File: src/sv/ffac_pkg.sv
package ffac_pkg;

    localparam int unsigned DW   = 64;
    localparam int unsigned MW   = 53;
    localparam int unsigned EW   = 14;
    localparam int unsigned CIW  = 2;

    localparam logic [CIW-1:0] CFG_MAX_ABS = 2'd0;
    localparam logic [CIW-1:0] CFG_MAX_REL = 2'd1;
    localparam logic [CIW-1:0] CFG_COMPLEX = 2'd2;

    typedef struct packed {
        logic [DW-1:0] a_re;
        logic [DW-1:0] a_im;
        logic [DW-1:0] b_re;
        logic [DW-1:0] b_im;
        logic          last;
    } t_in;

    typedef struct packed {
        logic element_match;
        logic all_match;
        logic last_out;
    } t_out;

    typedef enum logic [3:0] {
        S_IDLE,
        S_LOAD,
        S_CHECK,
        S_ALIGN,
        S_NORM,
        S_ROUND,
        S_DNORM,
        S_DPREP,
        S_DIV,
        S_QROUND,
        S_PART
    } t_state;

    typedef enum logic [2:0] {
        OP_NONE,
        OP_LOAD,
        OP_ALIGN,
        OP_NORM,
        OP_ROUND,
        OP_DNORM,
        OP_DPREP,
        OP_DIV
    } t_op;

    typedef struct packed {
        t_op  op;
        logic part;
    } t_cmd;

    typedef struct packed {
        logic nan;
        logic eq;
        logic inf;
        logic norm_done;
        logic abs_ok;
        logic diff_inf;
        logic dnorm_done;
        logic div_last;
        logic rel_ok;
    } t_stat;

endpackage

File: src/sv/ffac_dp.sv
module ffac_dp (
    input  logic               i_clk,
    input  ffac_pkg::t_cmd     i_cmd,
    input  ffac_pkg::t_in      i_item,
    input  logic [63:0]        i_max_abs,
    input  logic [63:0]        i_max_rel,
    output ffac_pkg::t_stat    o_stat
);

    logic [63:0]        r_x, r_y;
    logic [56:0]        r_acc;
    logic signed [13:0] r_exp, r_ed;
    logic [53:0]        r_rem;
    logic [52:0]        r_md;
    logic [53:0]        r_q;
    logic [5:0]         r_cnt;

    function automatic logic [52:0] mant(input logic [63:0] b);
        mant = {|b[62:52], b[51:0]};
    endfunction

    function automatic logic [10:0] bexp(input logic [63:0] b);
        bexp = (b[62:52] == 11'd0) ? 11'd1 : b[62:52];
    endfunction

    function automatic logic is_nan(input logic [63:0] b);
        is_nan = (&b[62:52]) && (|b[51:0]);
    endfunction

    // round to nearest even, pack into magnitude bits
    function automatic logic [62:0] rnd(input logic [52:0] m, input logic g, input logic s,
                                        input logic signed [13:0] e);
        logic [53:0]        sum;
        logic [52:0]        mo;
        logic signed [13:0] eo;
        sum = {1'b0, m} + {53'd0, g & (s | m[0])};
        if (sum[53]) begin
            mo = sum[53:1];
            eo = e + 14'sd1;
        end else begin
            mo = sum[52:0];
            eo = e;
        end
        if (eo >= 14'sd2047) begin
            rnd = {11'h7FF, 52'd0};
        end else begin
            rnd = {(mo[52] ? eo[10:0] : 11'd0), mo[51:0]};
        end
    endfunction

    function automatic logic tol_gt(input logic [63:0] t, input logic [62:0] r);
        tol_gt = !t[63] && !is_nan(t) && (t[62:0] > r);
    endfunction

    // alignment of the smaller operand
    logic          x_gt, eff_sub;
    logic [63:0]   bb, sb;
    logic [10:0]   sh_full;
    logic [5:0]    sh;
    logic [111:0]  wide;
    logic [56:0]   small57, big57, sum57;

    always_comb begin
        x_gt    = r_x[62:0] > r_y[62:0];
        bb      = x_gt ? r_x : r_y;
        sb      = x_gt ? r_y : r_x;
        eff_sub = r_x[63] == r_y[63];
        sh_full = bexp(bb) - bexp(sb);
        sh      = (sh_full > 11'd63) ? 6'd63 : sh_full[5:0];
        wide    = {mant(sb), 3'b000, 56'd0} >> sh;
        small57 = {1'b0, wide[111:57], wide[56] | (|wide[55:0])};
        big57   = {1'b0, mant(bb), 3'b000};
        sum57   = eff_sub ? (big57 - small57) : (big57 + small57);
    end

    // rounded difference
    logic [62:0] dbits;
    assign dbits = rnd(r_acc[55:3], r_acc[2], |r_acc[1:0], r_exp);

    // quotient denormalise and round
    logic signed [13:0] dd;
    logic [5:0]         dsh;
    logic [117:0]       wq;
    logic [53:0]        qs;
    logic               qst;
    logic signed [13:0] qe;
    logic [62:0]        qbits;

    always_comb begin
        dd  = 14'sd1 - r_exp;
        dsh = 6'd0;
        qe  = r_exp;
        if (r_exp < 14'sd1) begin
            dsh = (dd > 14'sd63) ? 6'd63 : dd[5:0];
            qe  = 14'sd1;
        end
        wq    = {r_q, 64'd0} >> dsh;
        qs    = wq[117:64];
        qst   = (|wq[63:0]) | (|r_rem);
        qbits = rnd(qs[53:1], qs[0], qst, qe);
    end

    logic        ge;
    logic [53:0] rsub;
    assign ge   = r_rem >= {1'b0, r_md};
    assign rsub = ge ? (r_rem - {1'b0, r_md}) : r_rem;

    always_comb begin
        o_stat.nan        = is_nan(r_x) || is_nan(r_y);
        o_stat.eq         = (r_x == r_y) || ((r_x[62:0] == 63'd0) && (r_y[62:0] == 63'd0));
        o_stat.inf        = (&r_x[62:52]) || (&r_y[62:52]);
        o_stat.norm_done  = !r_acc[56] && (r_acc[55] || (r_exp <= 14'sd1));
        o_stat.abs_ok     = tol_gt(i_max_abs, dbits);
        o_stat.diff_inf   = &dbits[62:52];
        o_stat.dnorm_done = r_rem[52] && r_md[52];
        o_stat.div_last   = r_cnt == 6'd1;
        o_stat.rel_ok     = tol_gt(i_max_rel, qbits);
    end

    always_ff @(posedge i_clk) begin
        unique case (i_cmd.op)
            ffac_pkg::OP_LOAD: begin
                r_x <= i_cmd.part ? i_item.a_im : i_item.a_re;
                r_y <= i_cmd.part ? i_item.b_im : i_item.b_re;
            end
            ffac_pkg::OP_ALIGN: begin
                r_acc <= sum57;
                r_exp <= $signed({3'b000, bexp(bb)});
                r_ed  <= $signed({3'b000, bexp(bb)});
                r_md  <= mant(bb);
            end
            ffac_pkg::OP_NORM: begin
                priority if (r_acc[56]) begin
                    r_acc <= {1'b0, r_acc[56:2], r_acc[1] | r_acc[0]};
                    r_exp <= r_exp + 14'sd1;
                end else if (!r_acc[55] && (r_exp > 14'sd1)) begin
                    r_acc <= {r_acc[55:0], 1'b0};
                    r_exp <= r_exp - 14'sd1;
                end else begin
                end
            end
            ffac_pkg::OP_ROUND: begin
                r_rem <= {1'b0, |dbits[62:52], dbits[51:0]};
                r_exp <= (dbits[62:52] == 11'd0) ? 14'sd1 : $signed({3'b000, dbits[62:52]});
            end
            ffac_pkg::OP_DNORM: begin
                if (!r_rem[52]) begin
                    r_rem <= {r_rem[52:0], 1'b0};
                    r_exp <= r_exp - 14'sd1;
                end
                if (!r_md[52]) begin
                    r_md <= {r_md[51:0], 1'b0};
                    r_ed <= r_ed - 14'sd1;
                end
            end
            ffac_pkg::OP_DPREP: begin
                r_q   <= 54'd0;
                r_cnt <= 6'd54;
                if (r_rem[52:0] < r_md) begin
                    r_rem <= {r_rem[52:0], 1'b0};
                    r_exp <= r_exp - r_ed + 14'sd1022;
                end else begin
                    r_exp <= r_exp - r_ed + 14'sd1023;
                end
            end
            ffac_pkg::OP_DIV: begin
                r_q   <= {r_q[52:0], ge};
                r_rem <= {rsub[52:0], 1'b0};
                r_cnt <= r_cnt - 6'd1;
            end
            default: begin
            end
        endcase
    end

endmodule

File: src/sv/ffac_ctrl.sv
module ffac_ctrl (
    input  logic            i_clk,
    input  logic            i_rst_n,
    input  logic            i_in_valid,
    output logic            o_in_ready,
    input  logic            i_last,
    input  logic            i_complex,
    input  ffac_pkg::t_stat i_stat,
    output ffac_pkg::t_cmd  o_cmd,
    output logic            o_out_valid,
    input  logic            i_out_ready,
    output ffac_pkg::t_out  o_out
);

    ffac_pkg::t_state r_state, n_state;
    logic             r_part, n_part;
    logic             r_res, n_res;
    logic             r_run;
    logic             r_out_valid;
    ffac_pkg::t_out   r_out;
    logic             fin;

    always_comb begin
        n_state = r_state;
        n_part  = r_part;
        n_res   = r_res;
        unique case (r_state)
            ffac_pkg::S_IDLE: begin
                n_part = 1'b0;
                if (i_in_valid) n_state = ffac_pkg::S_LOAD;
            end
            ffac_pkg::S_LOAD:  n_state = ffac_pkg::S_CHECK;
            ffac_pkg::S_CHECK: begin
                priority if (i_stat.nan) begin
                    n_res = 1'b0; n_state = ffac_pkg::S_PART;
                end else if (i_stat.eq) begin
                    n_res = 1'b1; n_state = ffac_pkg::S_PART;
                end else if (i_stat.inf) begin
                    n_res = 1'b0; n_state = ffac_pkg::S_PART;
                end else begin
                    n_state = ffac_pkg::S_ALIGN;
                end
            end
            ffac_pkg::S_ALIGN: n_state = ffac_pkg::S_NORM;
            ffac_pkg::S_NORM: begin
                if (i_stat.norm_done) n_state = ffac_pkg::S_ROUND;
            end
            ffac_pkg::S_ROUND: begin
                priority if (i_stat.abs_ok) begin
                    n_res = 1'b1; n_state = ffac_pkg::S_PART;
                end else if (i_stat.diff_inf) begin
                    n_res = 1'b0; n_state = ffac_pkg::S_PART;
                end else begin
                    n_state = ffac_pkg::S_DNORM;
                end
            end
            ffac_pkg::S_DNORM: begin
                if (i_stat.dnorm_done) n_state = ffac_pkg::S_DPREP;
            end
            ffac_pkg::S_DPREP: n_state = ffac_pkg::S_DIV;
            ffac_pkg::S_DIV: begin
                if (i_stat.div_last) n_state = ffac_pkg::S_QROUND;
            end
            ffac_pkg::S_QROUND: begin
                n_res   = i_stat.rel_ok;
                n_state = ffac_pkg::S_PART;
            end
            ffac_pkg::S_PART: begin
                priority if (r_res && i_complex && !r_part) begin
                    n_part  = 1'b1;
                    n_state = ffac_pkg::S_LOAD;
                end else if (!r_out_valid || i_out_ready) begin
                    n_state = ffac_pkg::S_IDLE;
                end else begin
                end
            end
            default: n_state = ffac_pkg::S_IDLE;
        endcase
    end

    always_comb begin
        o_cmd.part = r_part;
        o_in_ready = r_state == ffac_pkg::S_IDLE;
        fin        = (r_state == ffac_pkg::S_PART) && !(r_res && i_complex && !r_part)
                     && (!r_out_valid || i_out_ready);
        unique case (r_state)
            ffac_pkg::S_LOAD:  o_cmd.op = ffac_pkg::OP_LOAD;
            ffac_pkg::S_ALIGN: o_cmd.op = ffac_pkg::OP_ALIGN;
            ffac_pkg::S_NORM:  o_cmd.op = ffac_pkg::OP_NORM;
            ffac_pkg::S_ROUND: o_cmd.op = ffac_pkg::OP_ROUND;
            ffac_pkg::S_DNORM: o_cmd.op = ffac_pkg::OP_DNORM;
            ffac_pkg::S_DPREP: o_cmd.op = ffac_pkg::OP_DPREP;
            ffac_pkg::S_DIV:   o_cmd.op = ffac_pkg::OP_DIV;
            default:           o_cmd.op = ffac_pkg::OP_NONE;
        endcase
    end

    always_ff @(posedge i_clk) begin
        if (!i_rst_n) begin
            r_state     <= ffac_pkg::S_IDLE;
            r_part      <= 1'b0;
            r_res       <= 1'b0;
            r_run       <= 1'b1;
            r_out_valid <= 1'b0;
        end else begin
            r_state <= n_state;
            r_part  <= n_part;
            r_res   <= n_res;
            if (fin) begin
                r_out_valid <= 1'b1;
                r_run       <= i_last ? 1'b1 : (r_run & r_res);
            end else if (i_out_ready) begin
                r_out_valid <= 1'b0;
            end
        end
    end

    always_ff @(posedge i_clk) begin
        if (fin) begin
            r_out.element_match <= r_res;
            r_out.all_match     <= r_run & r_res;
            r_out.last_out      <= i_last;
        end
    end

    assign o_out_valid = r_out_valid;
    assign o_out       = r_out;

endmodule

File: src/sv/fuzzy_float_array_compare_top.sv
// Approximate equality of two streams of IEEE double values.
// Input channel (i_in_valid / o_in_ready) takes one element pair per
// transfer: real parts, imaginary parts and a last flag. Output channel
// (o_out_valid / i_out_ready) gives one result per pair: the element
// verdict, the running AND over the array, and the copied last flag.
// Configuration is a plain write port: index 0 absolute tolerance,
// index 1 relative tolerance, index 2 complex mode; other indexes drop.
// Each part runs on one shared double-precision unit under a sequencer:
// operand check, one alignment add, a one-bit-per-cycle normalise loop,
// rounding, a one-bit-per-cycle operand normalise for the divide and a
// 54-step restoring divide. A part is decided by the operand check, by the
// absolute test, or else by the relative test on the rounded quotient.
// Complex mode runs the imaginary part only after the real part matched.
// One item is in flight at a time; o_in_ready is high while idle.
// The result sits in an output register; a stalled receiver holds the
// finished next result in the sequencer until the register frees.
// Reset clears tolerances and mode to zero and sets the running AND to one.
module fuzzy_float_array_compare_top (
    input  logic            i_clk,
    input  logic            i_rst_n,
    input  logic            i_in_valid,
    output logic            o_in_ready,
    input  ffac_pkg::t_in   i_in,
    output logic            o_out_valid,
    input  logic            i_out_ready,
    output ffac_pkg::t_out  o_out,
    input  logic            i_cfg_we,
    input  logic [1:0]      i_cfg_idx,
    input  logic [63:0]     i_cfg_data
);

    logic [63:0]     r_max_abs, r_max_rel;
    logic            r_complex;
    ffac_pkg::t_in   r_item;
    ffac_pkg::t_cmd  cmd;
    ffac_pkg::t_stat stat;

    // configuration registers
    always_ff @(posedge i_clk) begin
        if (!i_rst_n) begin
            r_max_abs <= 64'd0;
            r_max_rel <= 64'd0;
            r_complex <= 1'b0;
        end else if (i_cfg_we) begin
            unique case (i_cfg_idx)
                ffac_pkg::CFG_MAX_ABS: r_max_abs <= i_cfg_data;
                ffac_pkg::CFG_MAX_REL: r_max_rel <= i_cfg_data;
                ffac_pkg::CFG_COMPLEX: r_complex <= i_cfg_data[0];
                default: begin
                end
            endcase
        end
    end

    // hold the accepted pair for the whole comparison
    always_ff @(posedge i_clk) begin
        if (i_in_valid && o_in_ready) begin
            r_item <= i_in;
        end
    end

    ffac_dp u_dp (
        .i_clk     (i_clk),
        .i_cmd     (cmd),
        .i_item    (r_item),
        .i_max_abs (r_max_abs),
        .i_max_rel (r_max_rel),
        .o_stat    (stat)
    );

    ffac_ctrl u_ctrl (
        .i_clk       (i_clk),
        .i_rst_n     (i_rst_n),
        .i_in_valid  (i_in_valid),
        .o_in_ready  (o_in_ready),
        .i_last      (r_item.last),
        .i_complex   (r_complex),
        .i_stat      (stat),
        .o_cmd       (cmd),
        .o_out_valid (o_out_valid),
        .i_out_ready (i_out_ready),
        .o_out       (o_out)
    );

endmodule

File: config.mk
export PLATFORM = sky130hd
export DESIGN_NAME = fuzzy_float_array_compare_top
export DESIGN_NICKNAME = d
export VERILOG_FILES = /design/src/sv/ffac_pkg.sv /design/src/sv/ffac_dp.sv /design/src/sv/ffac_ctrl.sv /design/src/sv/fuzzy_float_array_compare_top.sv
export SDC_FILE = /design/constraint.sdc
export NUM_CORES = 2
export LEC_CHECK = 0
export BUFFER_PORTS_ARGS = -buffer_cell sky130_fd_sc_hd__buf_2
export CAP_MARGIN = 20
export CORE_MARGIN = 2
export CORE_UTILIZATION = 30
export CTS_BUF_LIST = sky130_fd_sc_hd__clkbuf_8 sky130_fd_sc_hd__clkbuf_16
export DETAILED_ROUTE_END_ITERATION = 10
export HOLD_SLACK_MARGIN = 0.06
export PLACE_DENSITY_LB_ADDON = 0.25
export SLEW_MARGIN = 25
export SYNTH_ARGS = -nofsm -noshare
export SYNTH_HDL_FRONTEND = slang
export SYNTH_SLANG_ARGS = --single-unit
File: constraint.sdc
create_clock -name i_clk -period 16.9 [get_ports i_clk]
set_input_delay 3.38 -clock i_clk [delete_from_list [all_inputs] [get_ports i_clk]]
set_output_delay 3.38 -clock i_clk [all_outputs]
set_load 0.02 [all_outputs]
After elaboration in Yosys (flattened, before gate mapping)
Index checks and enable logic that the tools add are counted. W data, S select, Z words.

Output and inout bits: 5. Bits of input ports: 328. Flip-flop bits (word level): 777.

Order comparisons: 12. $add $sub $neg: 15. Bitwise logic cells: 8. Shift operators: 2. Equality and inequality tests: 34. Reduce and logical (&&, ||, !) cells: 73. Mux-type cells: 62.

Operator list (number): $mux W63 (4); $pmux W54 S4 (1); $mux W53 (4); $reduce_or A52 Y1 (4); $gt A63 B63 Y1 (3); $mux W57 (3); $mux W64 (2); $logic_not A63 Y1 (2); $shr A118 B6 Y118 (1); $pmux W57 S2 (1); $mux W14 (8); $shr A112 B6 Y112 (1); $add A53 B1 Y54 (2); $mux W54 (2); $pmux W54 S2 (1); $pmux W53 S2 (1); $pmux W14 S5 (1); $eq A64 B64 Y1 (1); $reduce_or A64 Y1 (1); $add A56 B56 Y57 (1); $sub A56 B56 Y57 (1); $reduce_or A56 Y1 (1); $mux W11 (5); $reduce_and A11 Y1 (5); other kinds (59) (150).

Logic depth before layout (Yosys ltp)
Depth in word-level cells: 16. Depth in mapped cells: 64. Gate-level depth less buffers: 54.

By module
From an unflattened synthesis, not the netlist that was laid out.

Cell total of the unflattened synthesis: 6690. Area, all modules: 60750.8 µm².

Modules (own cells, without submodules): ffac_dp (area each 47379.2 µm², instances 1, cells each 5861); fuzzy_float_array_compare_top (area each 12658.4 µm², instances 1, cells each 747); ffac_ctrl (area each 713.2 µm², instances 1, cells each 82).

Least setup slack after synthesis
OpenSTA, ideal clock, no wires.

Path kind: register to register. Start point: register u_dp.r_x[46]. End point: register u_dp.r_acc[54] (data pin). Path slack: 3987 ps. Period minus slack after synthesis: 12913 ps. Data required time: 16630 ps. Arrival: 12643 ps. Cell stages (with the launch flop): 60. Buffers on the path: 16. Cells stage by stage: edfxtp_1 -> ha_1 -> nand4_1 -> nor4_1 -> and3_1 -> o31a_1 -> a31oi_1 -> a21oi_1 -> clkbuf_1 -> clkbuf_1 -> clkbuf_1 -> clkbuf_1 -> clkbuf_1 -> clkbuf_1 -> clkbuf_1 -> nor3_1 -> a31oi_1 -> ha_1 -> [24 not listed] -> o211ai_1 -> a2111oi_0 -> o221ai_1 -> a21oi_1 -> o21ai_0 -> a2111oi_0 -> o41ai_1 -> a21oi_1 -> a21oi_1 -> a311o_1 -> a21oi_1 -> nor4_1 -> o31ai_1 -> nor2_1 -> o21ai_0 -> a22oi_1 -> xnor2_1 -> a21oi_1.

Longest elaborated chain between the ends: 13. Elaborated cells on any way between the ends: 18. Those cells by class: 3 x add/sub; 2 x order compare; 1 x shift; 7 x mux; 1 x bitwise; 4 x reduce/logical.

RTL lines: start, declared (RTL line ffac_dp.sv:10) `logic [63:0] r_x, r_y;`; start signal, assigned (RTL line ffac_dp.sv:123) `r_x <= i_cmd.part ? i_item.a_im : i_item.a_re;`; $gt A63 B63 Y1 (RTL line ffac_dp.sv:64) `x_gt = r_x[62:0] > r_y[62:0];`; $mux W63 (on tied branches) (RTL line ffac_dp.sv:65, ffac_dp.sv:66); $logic_not A11 Y1 (RTL line ffac_dp.sv:23) `bexp = (b[62:52] == 11'd0) ? 11'd1 : b[62:52];`; $mux W11 (RTL line ffac_dp.sv:23); $sub A11 B11 Y11 (RTL line ffac_dp.sv:68) `sh_full = bexp(bb) - bexp(sb);`; $gt A11 B6 Y1 (RTL line ffac_dp.sv:69) `sh = (sh_full > 11'd63) ? 6'd63 : sh_full[5:0];`; $mux W6 (RTL line ffac_dp.sv:69); $shr A112 B6 Y112 (RTL line ffac_dp.sv:70) `wide = {mant(sb), 3'b000, 56'd0} >> sh;`; $reduce_or A56 Y1 (RTL line ffac_dp.sv:71) `small57 = {1'b0, wide[111:57], wide[56] | (|wide[55:0])};`; $or A1 B1 Y1 (RTL line ffac_dp.sv:71); $add A56 B56 Y57 or $sub A56 B56 Y57 (tied branches) (RTL line ffac_dp.sv:73) `sum57 = eff_sub ? (big57 - small57) : (big57 + small57);`; $mux W57 * (RTL line ffac_dp.sv:73); $pmux W57 S2 * (RTL line ffac_dp.sv:121) `unique case (i_cmd.op)`; end signal, assigned (RTL line ffac_dp.sv:127) `r_acc <= sum57;`; end signal, assigned (RTL line ffac_dp.sv:134) `r_acc <= {1'b0, r_acc[56:2], r_acc[1] | r_acc[0]};`; end signal, assigned (RTL line ffac_dp.sv:137) `r_acc <= {r_acc[55:0], 1'b0};`; end, declared (RTL line ffac_dp.sv:11) `logic [56:0] r_acc;`.

Mark *: on every way between the ends. The rest lies on a longest branch, timed or not. A chain may end at the register's enable or synchronous reset.

Worst setup path in the final report
Start point: register u_dp.r_y[49]. End point: register u_dp.r_acc[54] (data pin).

Longest elaborated chain between the ends: 13. Elaborated cells on any way between the ends: 18. Those cells by class: 3 x add/sub; 2 x order compare; 1 x shift; 7 x mux; 1 x bitwise; 4 x reduce/logical.

RTL lines: start, declared (RTL line ffac_dp.sv:10); start signal, assigned (RTL line ffac_dp.sv:124) `r_y <= i_cmd.part ? i_item.b_im : i_item.b_re;`; $gt A63 B63 Y1 (RTL line ffac_dp.sv:64); $mux W63 (on tied branches) (RTL line ffac_dp.sv:65, ffac_dp.sv:66); $logic_not A11 Y1 (RTL line ffac_dp.sv:23); $mux W11 (RTL line ffac_dp.sv:23); $sub A11 B11 Y11 (RTL line ffac_dp.sv:68); $gt A11 B6 Y1 (RTL line ffac_dp.sv:69); $mux W6 (RTL line ffac_dp.sv:69); $shr A112 B6 Y112 (RTL line ffac_dp.sv:70); $reduce_or A56 Y1 (RTL line ffac_dp.sv:71); $or A1 B1 Y1 (RTL line ffac_dp.sv:71); $add A56 B56 Y57 or $sub A56 B56 Y57 (tied branches) (RTL line ffac_dp.sv:73); $mux W57 * (RTL line ffac_dp.sv:73); $pmux W57 S2 * (RTL line ffac_dp.sv:121).

Marks and branches as above.

==> metrics.txt <==
status finished clean; Worst path max stage delay 0.84 ns; IO Pins 333; post-synthesis cell area 61500 µm²; Final GP Congestion 1.00; worst hold path depth 0; CP Class flop to flop; Req. time, crit path 17.33 ns; # rows 166; commonest non-fill, non-tap cells in the layout nand2_1, edfxtp_1, a21oi_1; CTS Root Cell clkbuf_16; CTS tree yes; async set or reset register ratio after synthesis 0%; wire length per cell 25.2 µm; pre-CTS setup slack 1.91 ns; min-delay src r_item[0]$_DFFE_PP_; Setup Total Neg Slack 0 ns; DP Wirelength 192000 µm; post-synthesis instance total 7001; GRT Util Overall 23.0%; Num CTS Buffers 94; Startpoint Class flop; Final Max Slew Viols 0; class of the worst hold path flop to flop; # resized after CTS 0; clk_skew 0.0321 ns; clk_lat worst skew 0.73 ns; Seq cells post-synth 777; Leakage 26.6 nW; sequential-to-total area share from yosys stat 35.7%; commonest non-fill, non-tap cell in the layout nand2_1; first-pass GRT wire length 367000 µm; Num Clock Sinks 777; syn_area_per_cell 8.78 µm²; RSZ-0062 raised after global routing no; YS warnings 0; r2r worst-path depth 52; core area 204000 µm²; final worst slack 1.55 ns; H-tree levels 3; antenna viol nets, final 0; Vias 57400; Hold Fails Final Rpt 0; slowest CP cell o31ai_1; VDD IR max 0.000369 V; die height 457 µm; R2R Path End u_dp.r_acc[54]$_DFFE_PP_; TritonRoute pass-1 iters 8; maxcap violations 0; Crit Reg-Reg Startpoint u_dp.r_y[49]$_DFFE_PN_; syn nets 7721; clock slew at reported path FFs 0.06 ns; hold endpoint u_ctrl.o_out[0]$_DFFE_PP_; Tcrit/Tclk final 90.8%; hold_buf cts 0; largest net degree at the start of global routing 166; endpoint class of the critical path flop; vias in the first global route 54700; relative slew slack 26.8%; Die X 457 µm; layout cells sized above 1 13.5%; final setup fails 0; Max FO, Critical Path 24; Final nets 7855; clock tree buffer depth 3; routed vias/inst 5.80; P&R area growth vs syn 12.8%; Max Freq 65.1 MHz; Post-synth top flop edfxtp_1; Slew @ Worst Pin 1.10 ns; post-synth cell types 106; initial antenna violation count 9; Min Hold Slack 0.458 ns; DRT iter0 DRCs 6333; Critical Path AT 15.79 ns; Pwr Density 202 nW/µm²; internal reg-to-reg setup slack 1.55 ns; overall routed net length 250000 µm; grt ovf 0; Post-synth EDFFs 640; Initial Util 30.1%; post-layout min period 15.35 ns; DRC viols 0; Die ar. 209000 µm²; Post-CTS Repair Setup Buffers 0; cell mode on critical path a21oi_1; Port Buffer Count 332
==> layout make-up <==
cell class              instances  area (µm²)
inverters                     314        1180
clock inverters                73         736
clock buffers                  98        2420
fillers                     21100      135000
multi-input cells            5453       36800
repair buffers                495        2930
diodes                          7        17.5
well taps                    2688        3360
flip-flops and latches        777       22000
==> cells in the mapped netlist (88+ instances only) <==
master	count	share of area, %
and3_1	104	1.1
clkbuf_1	346	2.1
nor3_1	148	1.2
xnor2_1	166	2.4
o31ai_1	92	1.1
nor4_1	120	1.2
o21ai_0	391	3.2
ha_1	388	7.9
nor2_1	573	3.5
a21oi_1	622	5.1
mux2_2	150	2.7
nand2_1	841	5.1
a21o_1	88	1.1
a211oi_1	99	1.2
inv_1	308	1.9
nand3_1	173	1.4
dfxtp_1	137	4.5
mux2i_1	243	4.0
nand4_1	132	1.3
edfxtp_1	640	31
==> stage by stage <==
| step | cells | power (W) | util (%) | instance area (µm²) |
|---|---|---|---|---|
| after floorplan | 7001 | 0.00859 | - | 61500 |
| after detailed placement | 9727 | 0.0117 | 32.4 | 66200 |
| after global placement | 9727 | 0.0117 | 32.4 | 66200 |
| final | 9905 | 0.0140 | 34.0 | 69400 |
| after global routing | 9899 | 0.0148 | 34.0 | 69400 |
| after CTS | 9898 | 0.0138 | 34.0 | 69400 |
==> flip-flops by register name, summed over array words and instances, names as in the netlist, 3 cells and up <==
name and count:
u_dp.r_q 54, u_dp.r_y 64, u_dp.r_acc 57, r_max_rel 64, u_dp.r_rem 54, u_ctrl.o_out 3, u_ctrl.r_state 4, u_dp.r_md 53
u_dp.r_ed 14, u_dp.r_x 64, u_dp.r_exp 14, r_max_abs 64, u_dp.r_cnt 6, r_item 257
==> how the worst max path moves through the flow <==
stage,from,end
after global placement,u_dp.r_y[51]$_DFFE_PN_,u_dp.r_acc[54]$_DFFE_PP_
final,u_dp.r_y[49]$_DFFE_PN_,u_dp.r_acc[54]$_DFFE_PP_
after floorplan,u_dp.r_x[46]$_DFFE_PN_,u_dp.r_acc[54]$_DFFE_PP_
after CTS,u_dp.r_y[49]$_DFFE_PN_,u_dp.r_acc[54]$_DFFE_PP_
after detailed placement,u_dp.r_y[49]$_DFFE_PN_,u_dp.r_acc[54]$_DFFE_PP_
after global routing,u_dp.r_y[49]$_DFFE_PN_,u_dp.r_acc[54]$_DFFE_PP_
==> worst max-delay path, delay by kind of cell (launching register included) <==
kind	cells	cell delay (ns)
fa+ha+maj	4	1.17
compound gates	28	8.03
flops	1	0.79
buf+inv	5	1.31
simple gates	14	3.43
xor+xnor	1	0.24
==> per-layer routing <==
metal / GRT usage, % / vias to the layer above / share of wire (%)
met1: 33.3 / 27900 / 46
li1: - / 26400 / -
met2: 33.9 / 2646 / 42
met5: 0 / - / 0.023
met3: 4.08 / 462 / 7.8
met4: 8.42 / 10 / 3.9
==> cells by family (layout without fill, tap and decap cells) <==
family                   after synthesis  count (layout)  share of synthesized area, %
AND/OR/NAND/NOR                     2420            2420                          18.6
AO/OA/AOI/OAI                       1930            1930                          20.0
flip-flops                           777             777                          35.7
buffers and inverters                771             980                          4.96
multiplexers                         459             459                          9.12
adder cells (fa/ha/maj)              392             392                          8.02
XOR/XNOR                             252             252                          3.59
other                                  0               7                             0
==> power by group <==
group	internal, W	leakage, nW	switching [W]
logic	0.00285	18.0	0.00606
registers	0.00264	7.04	0.000418
clock network	0.00121	1.58	0.000865
total	0.00670	26.6	0.00735
(Power assumes the default switching activity.)
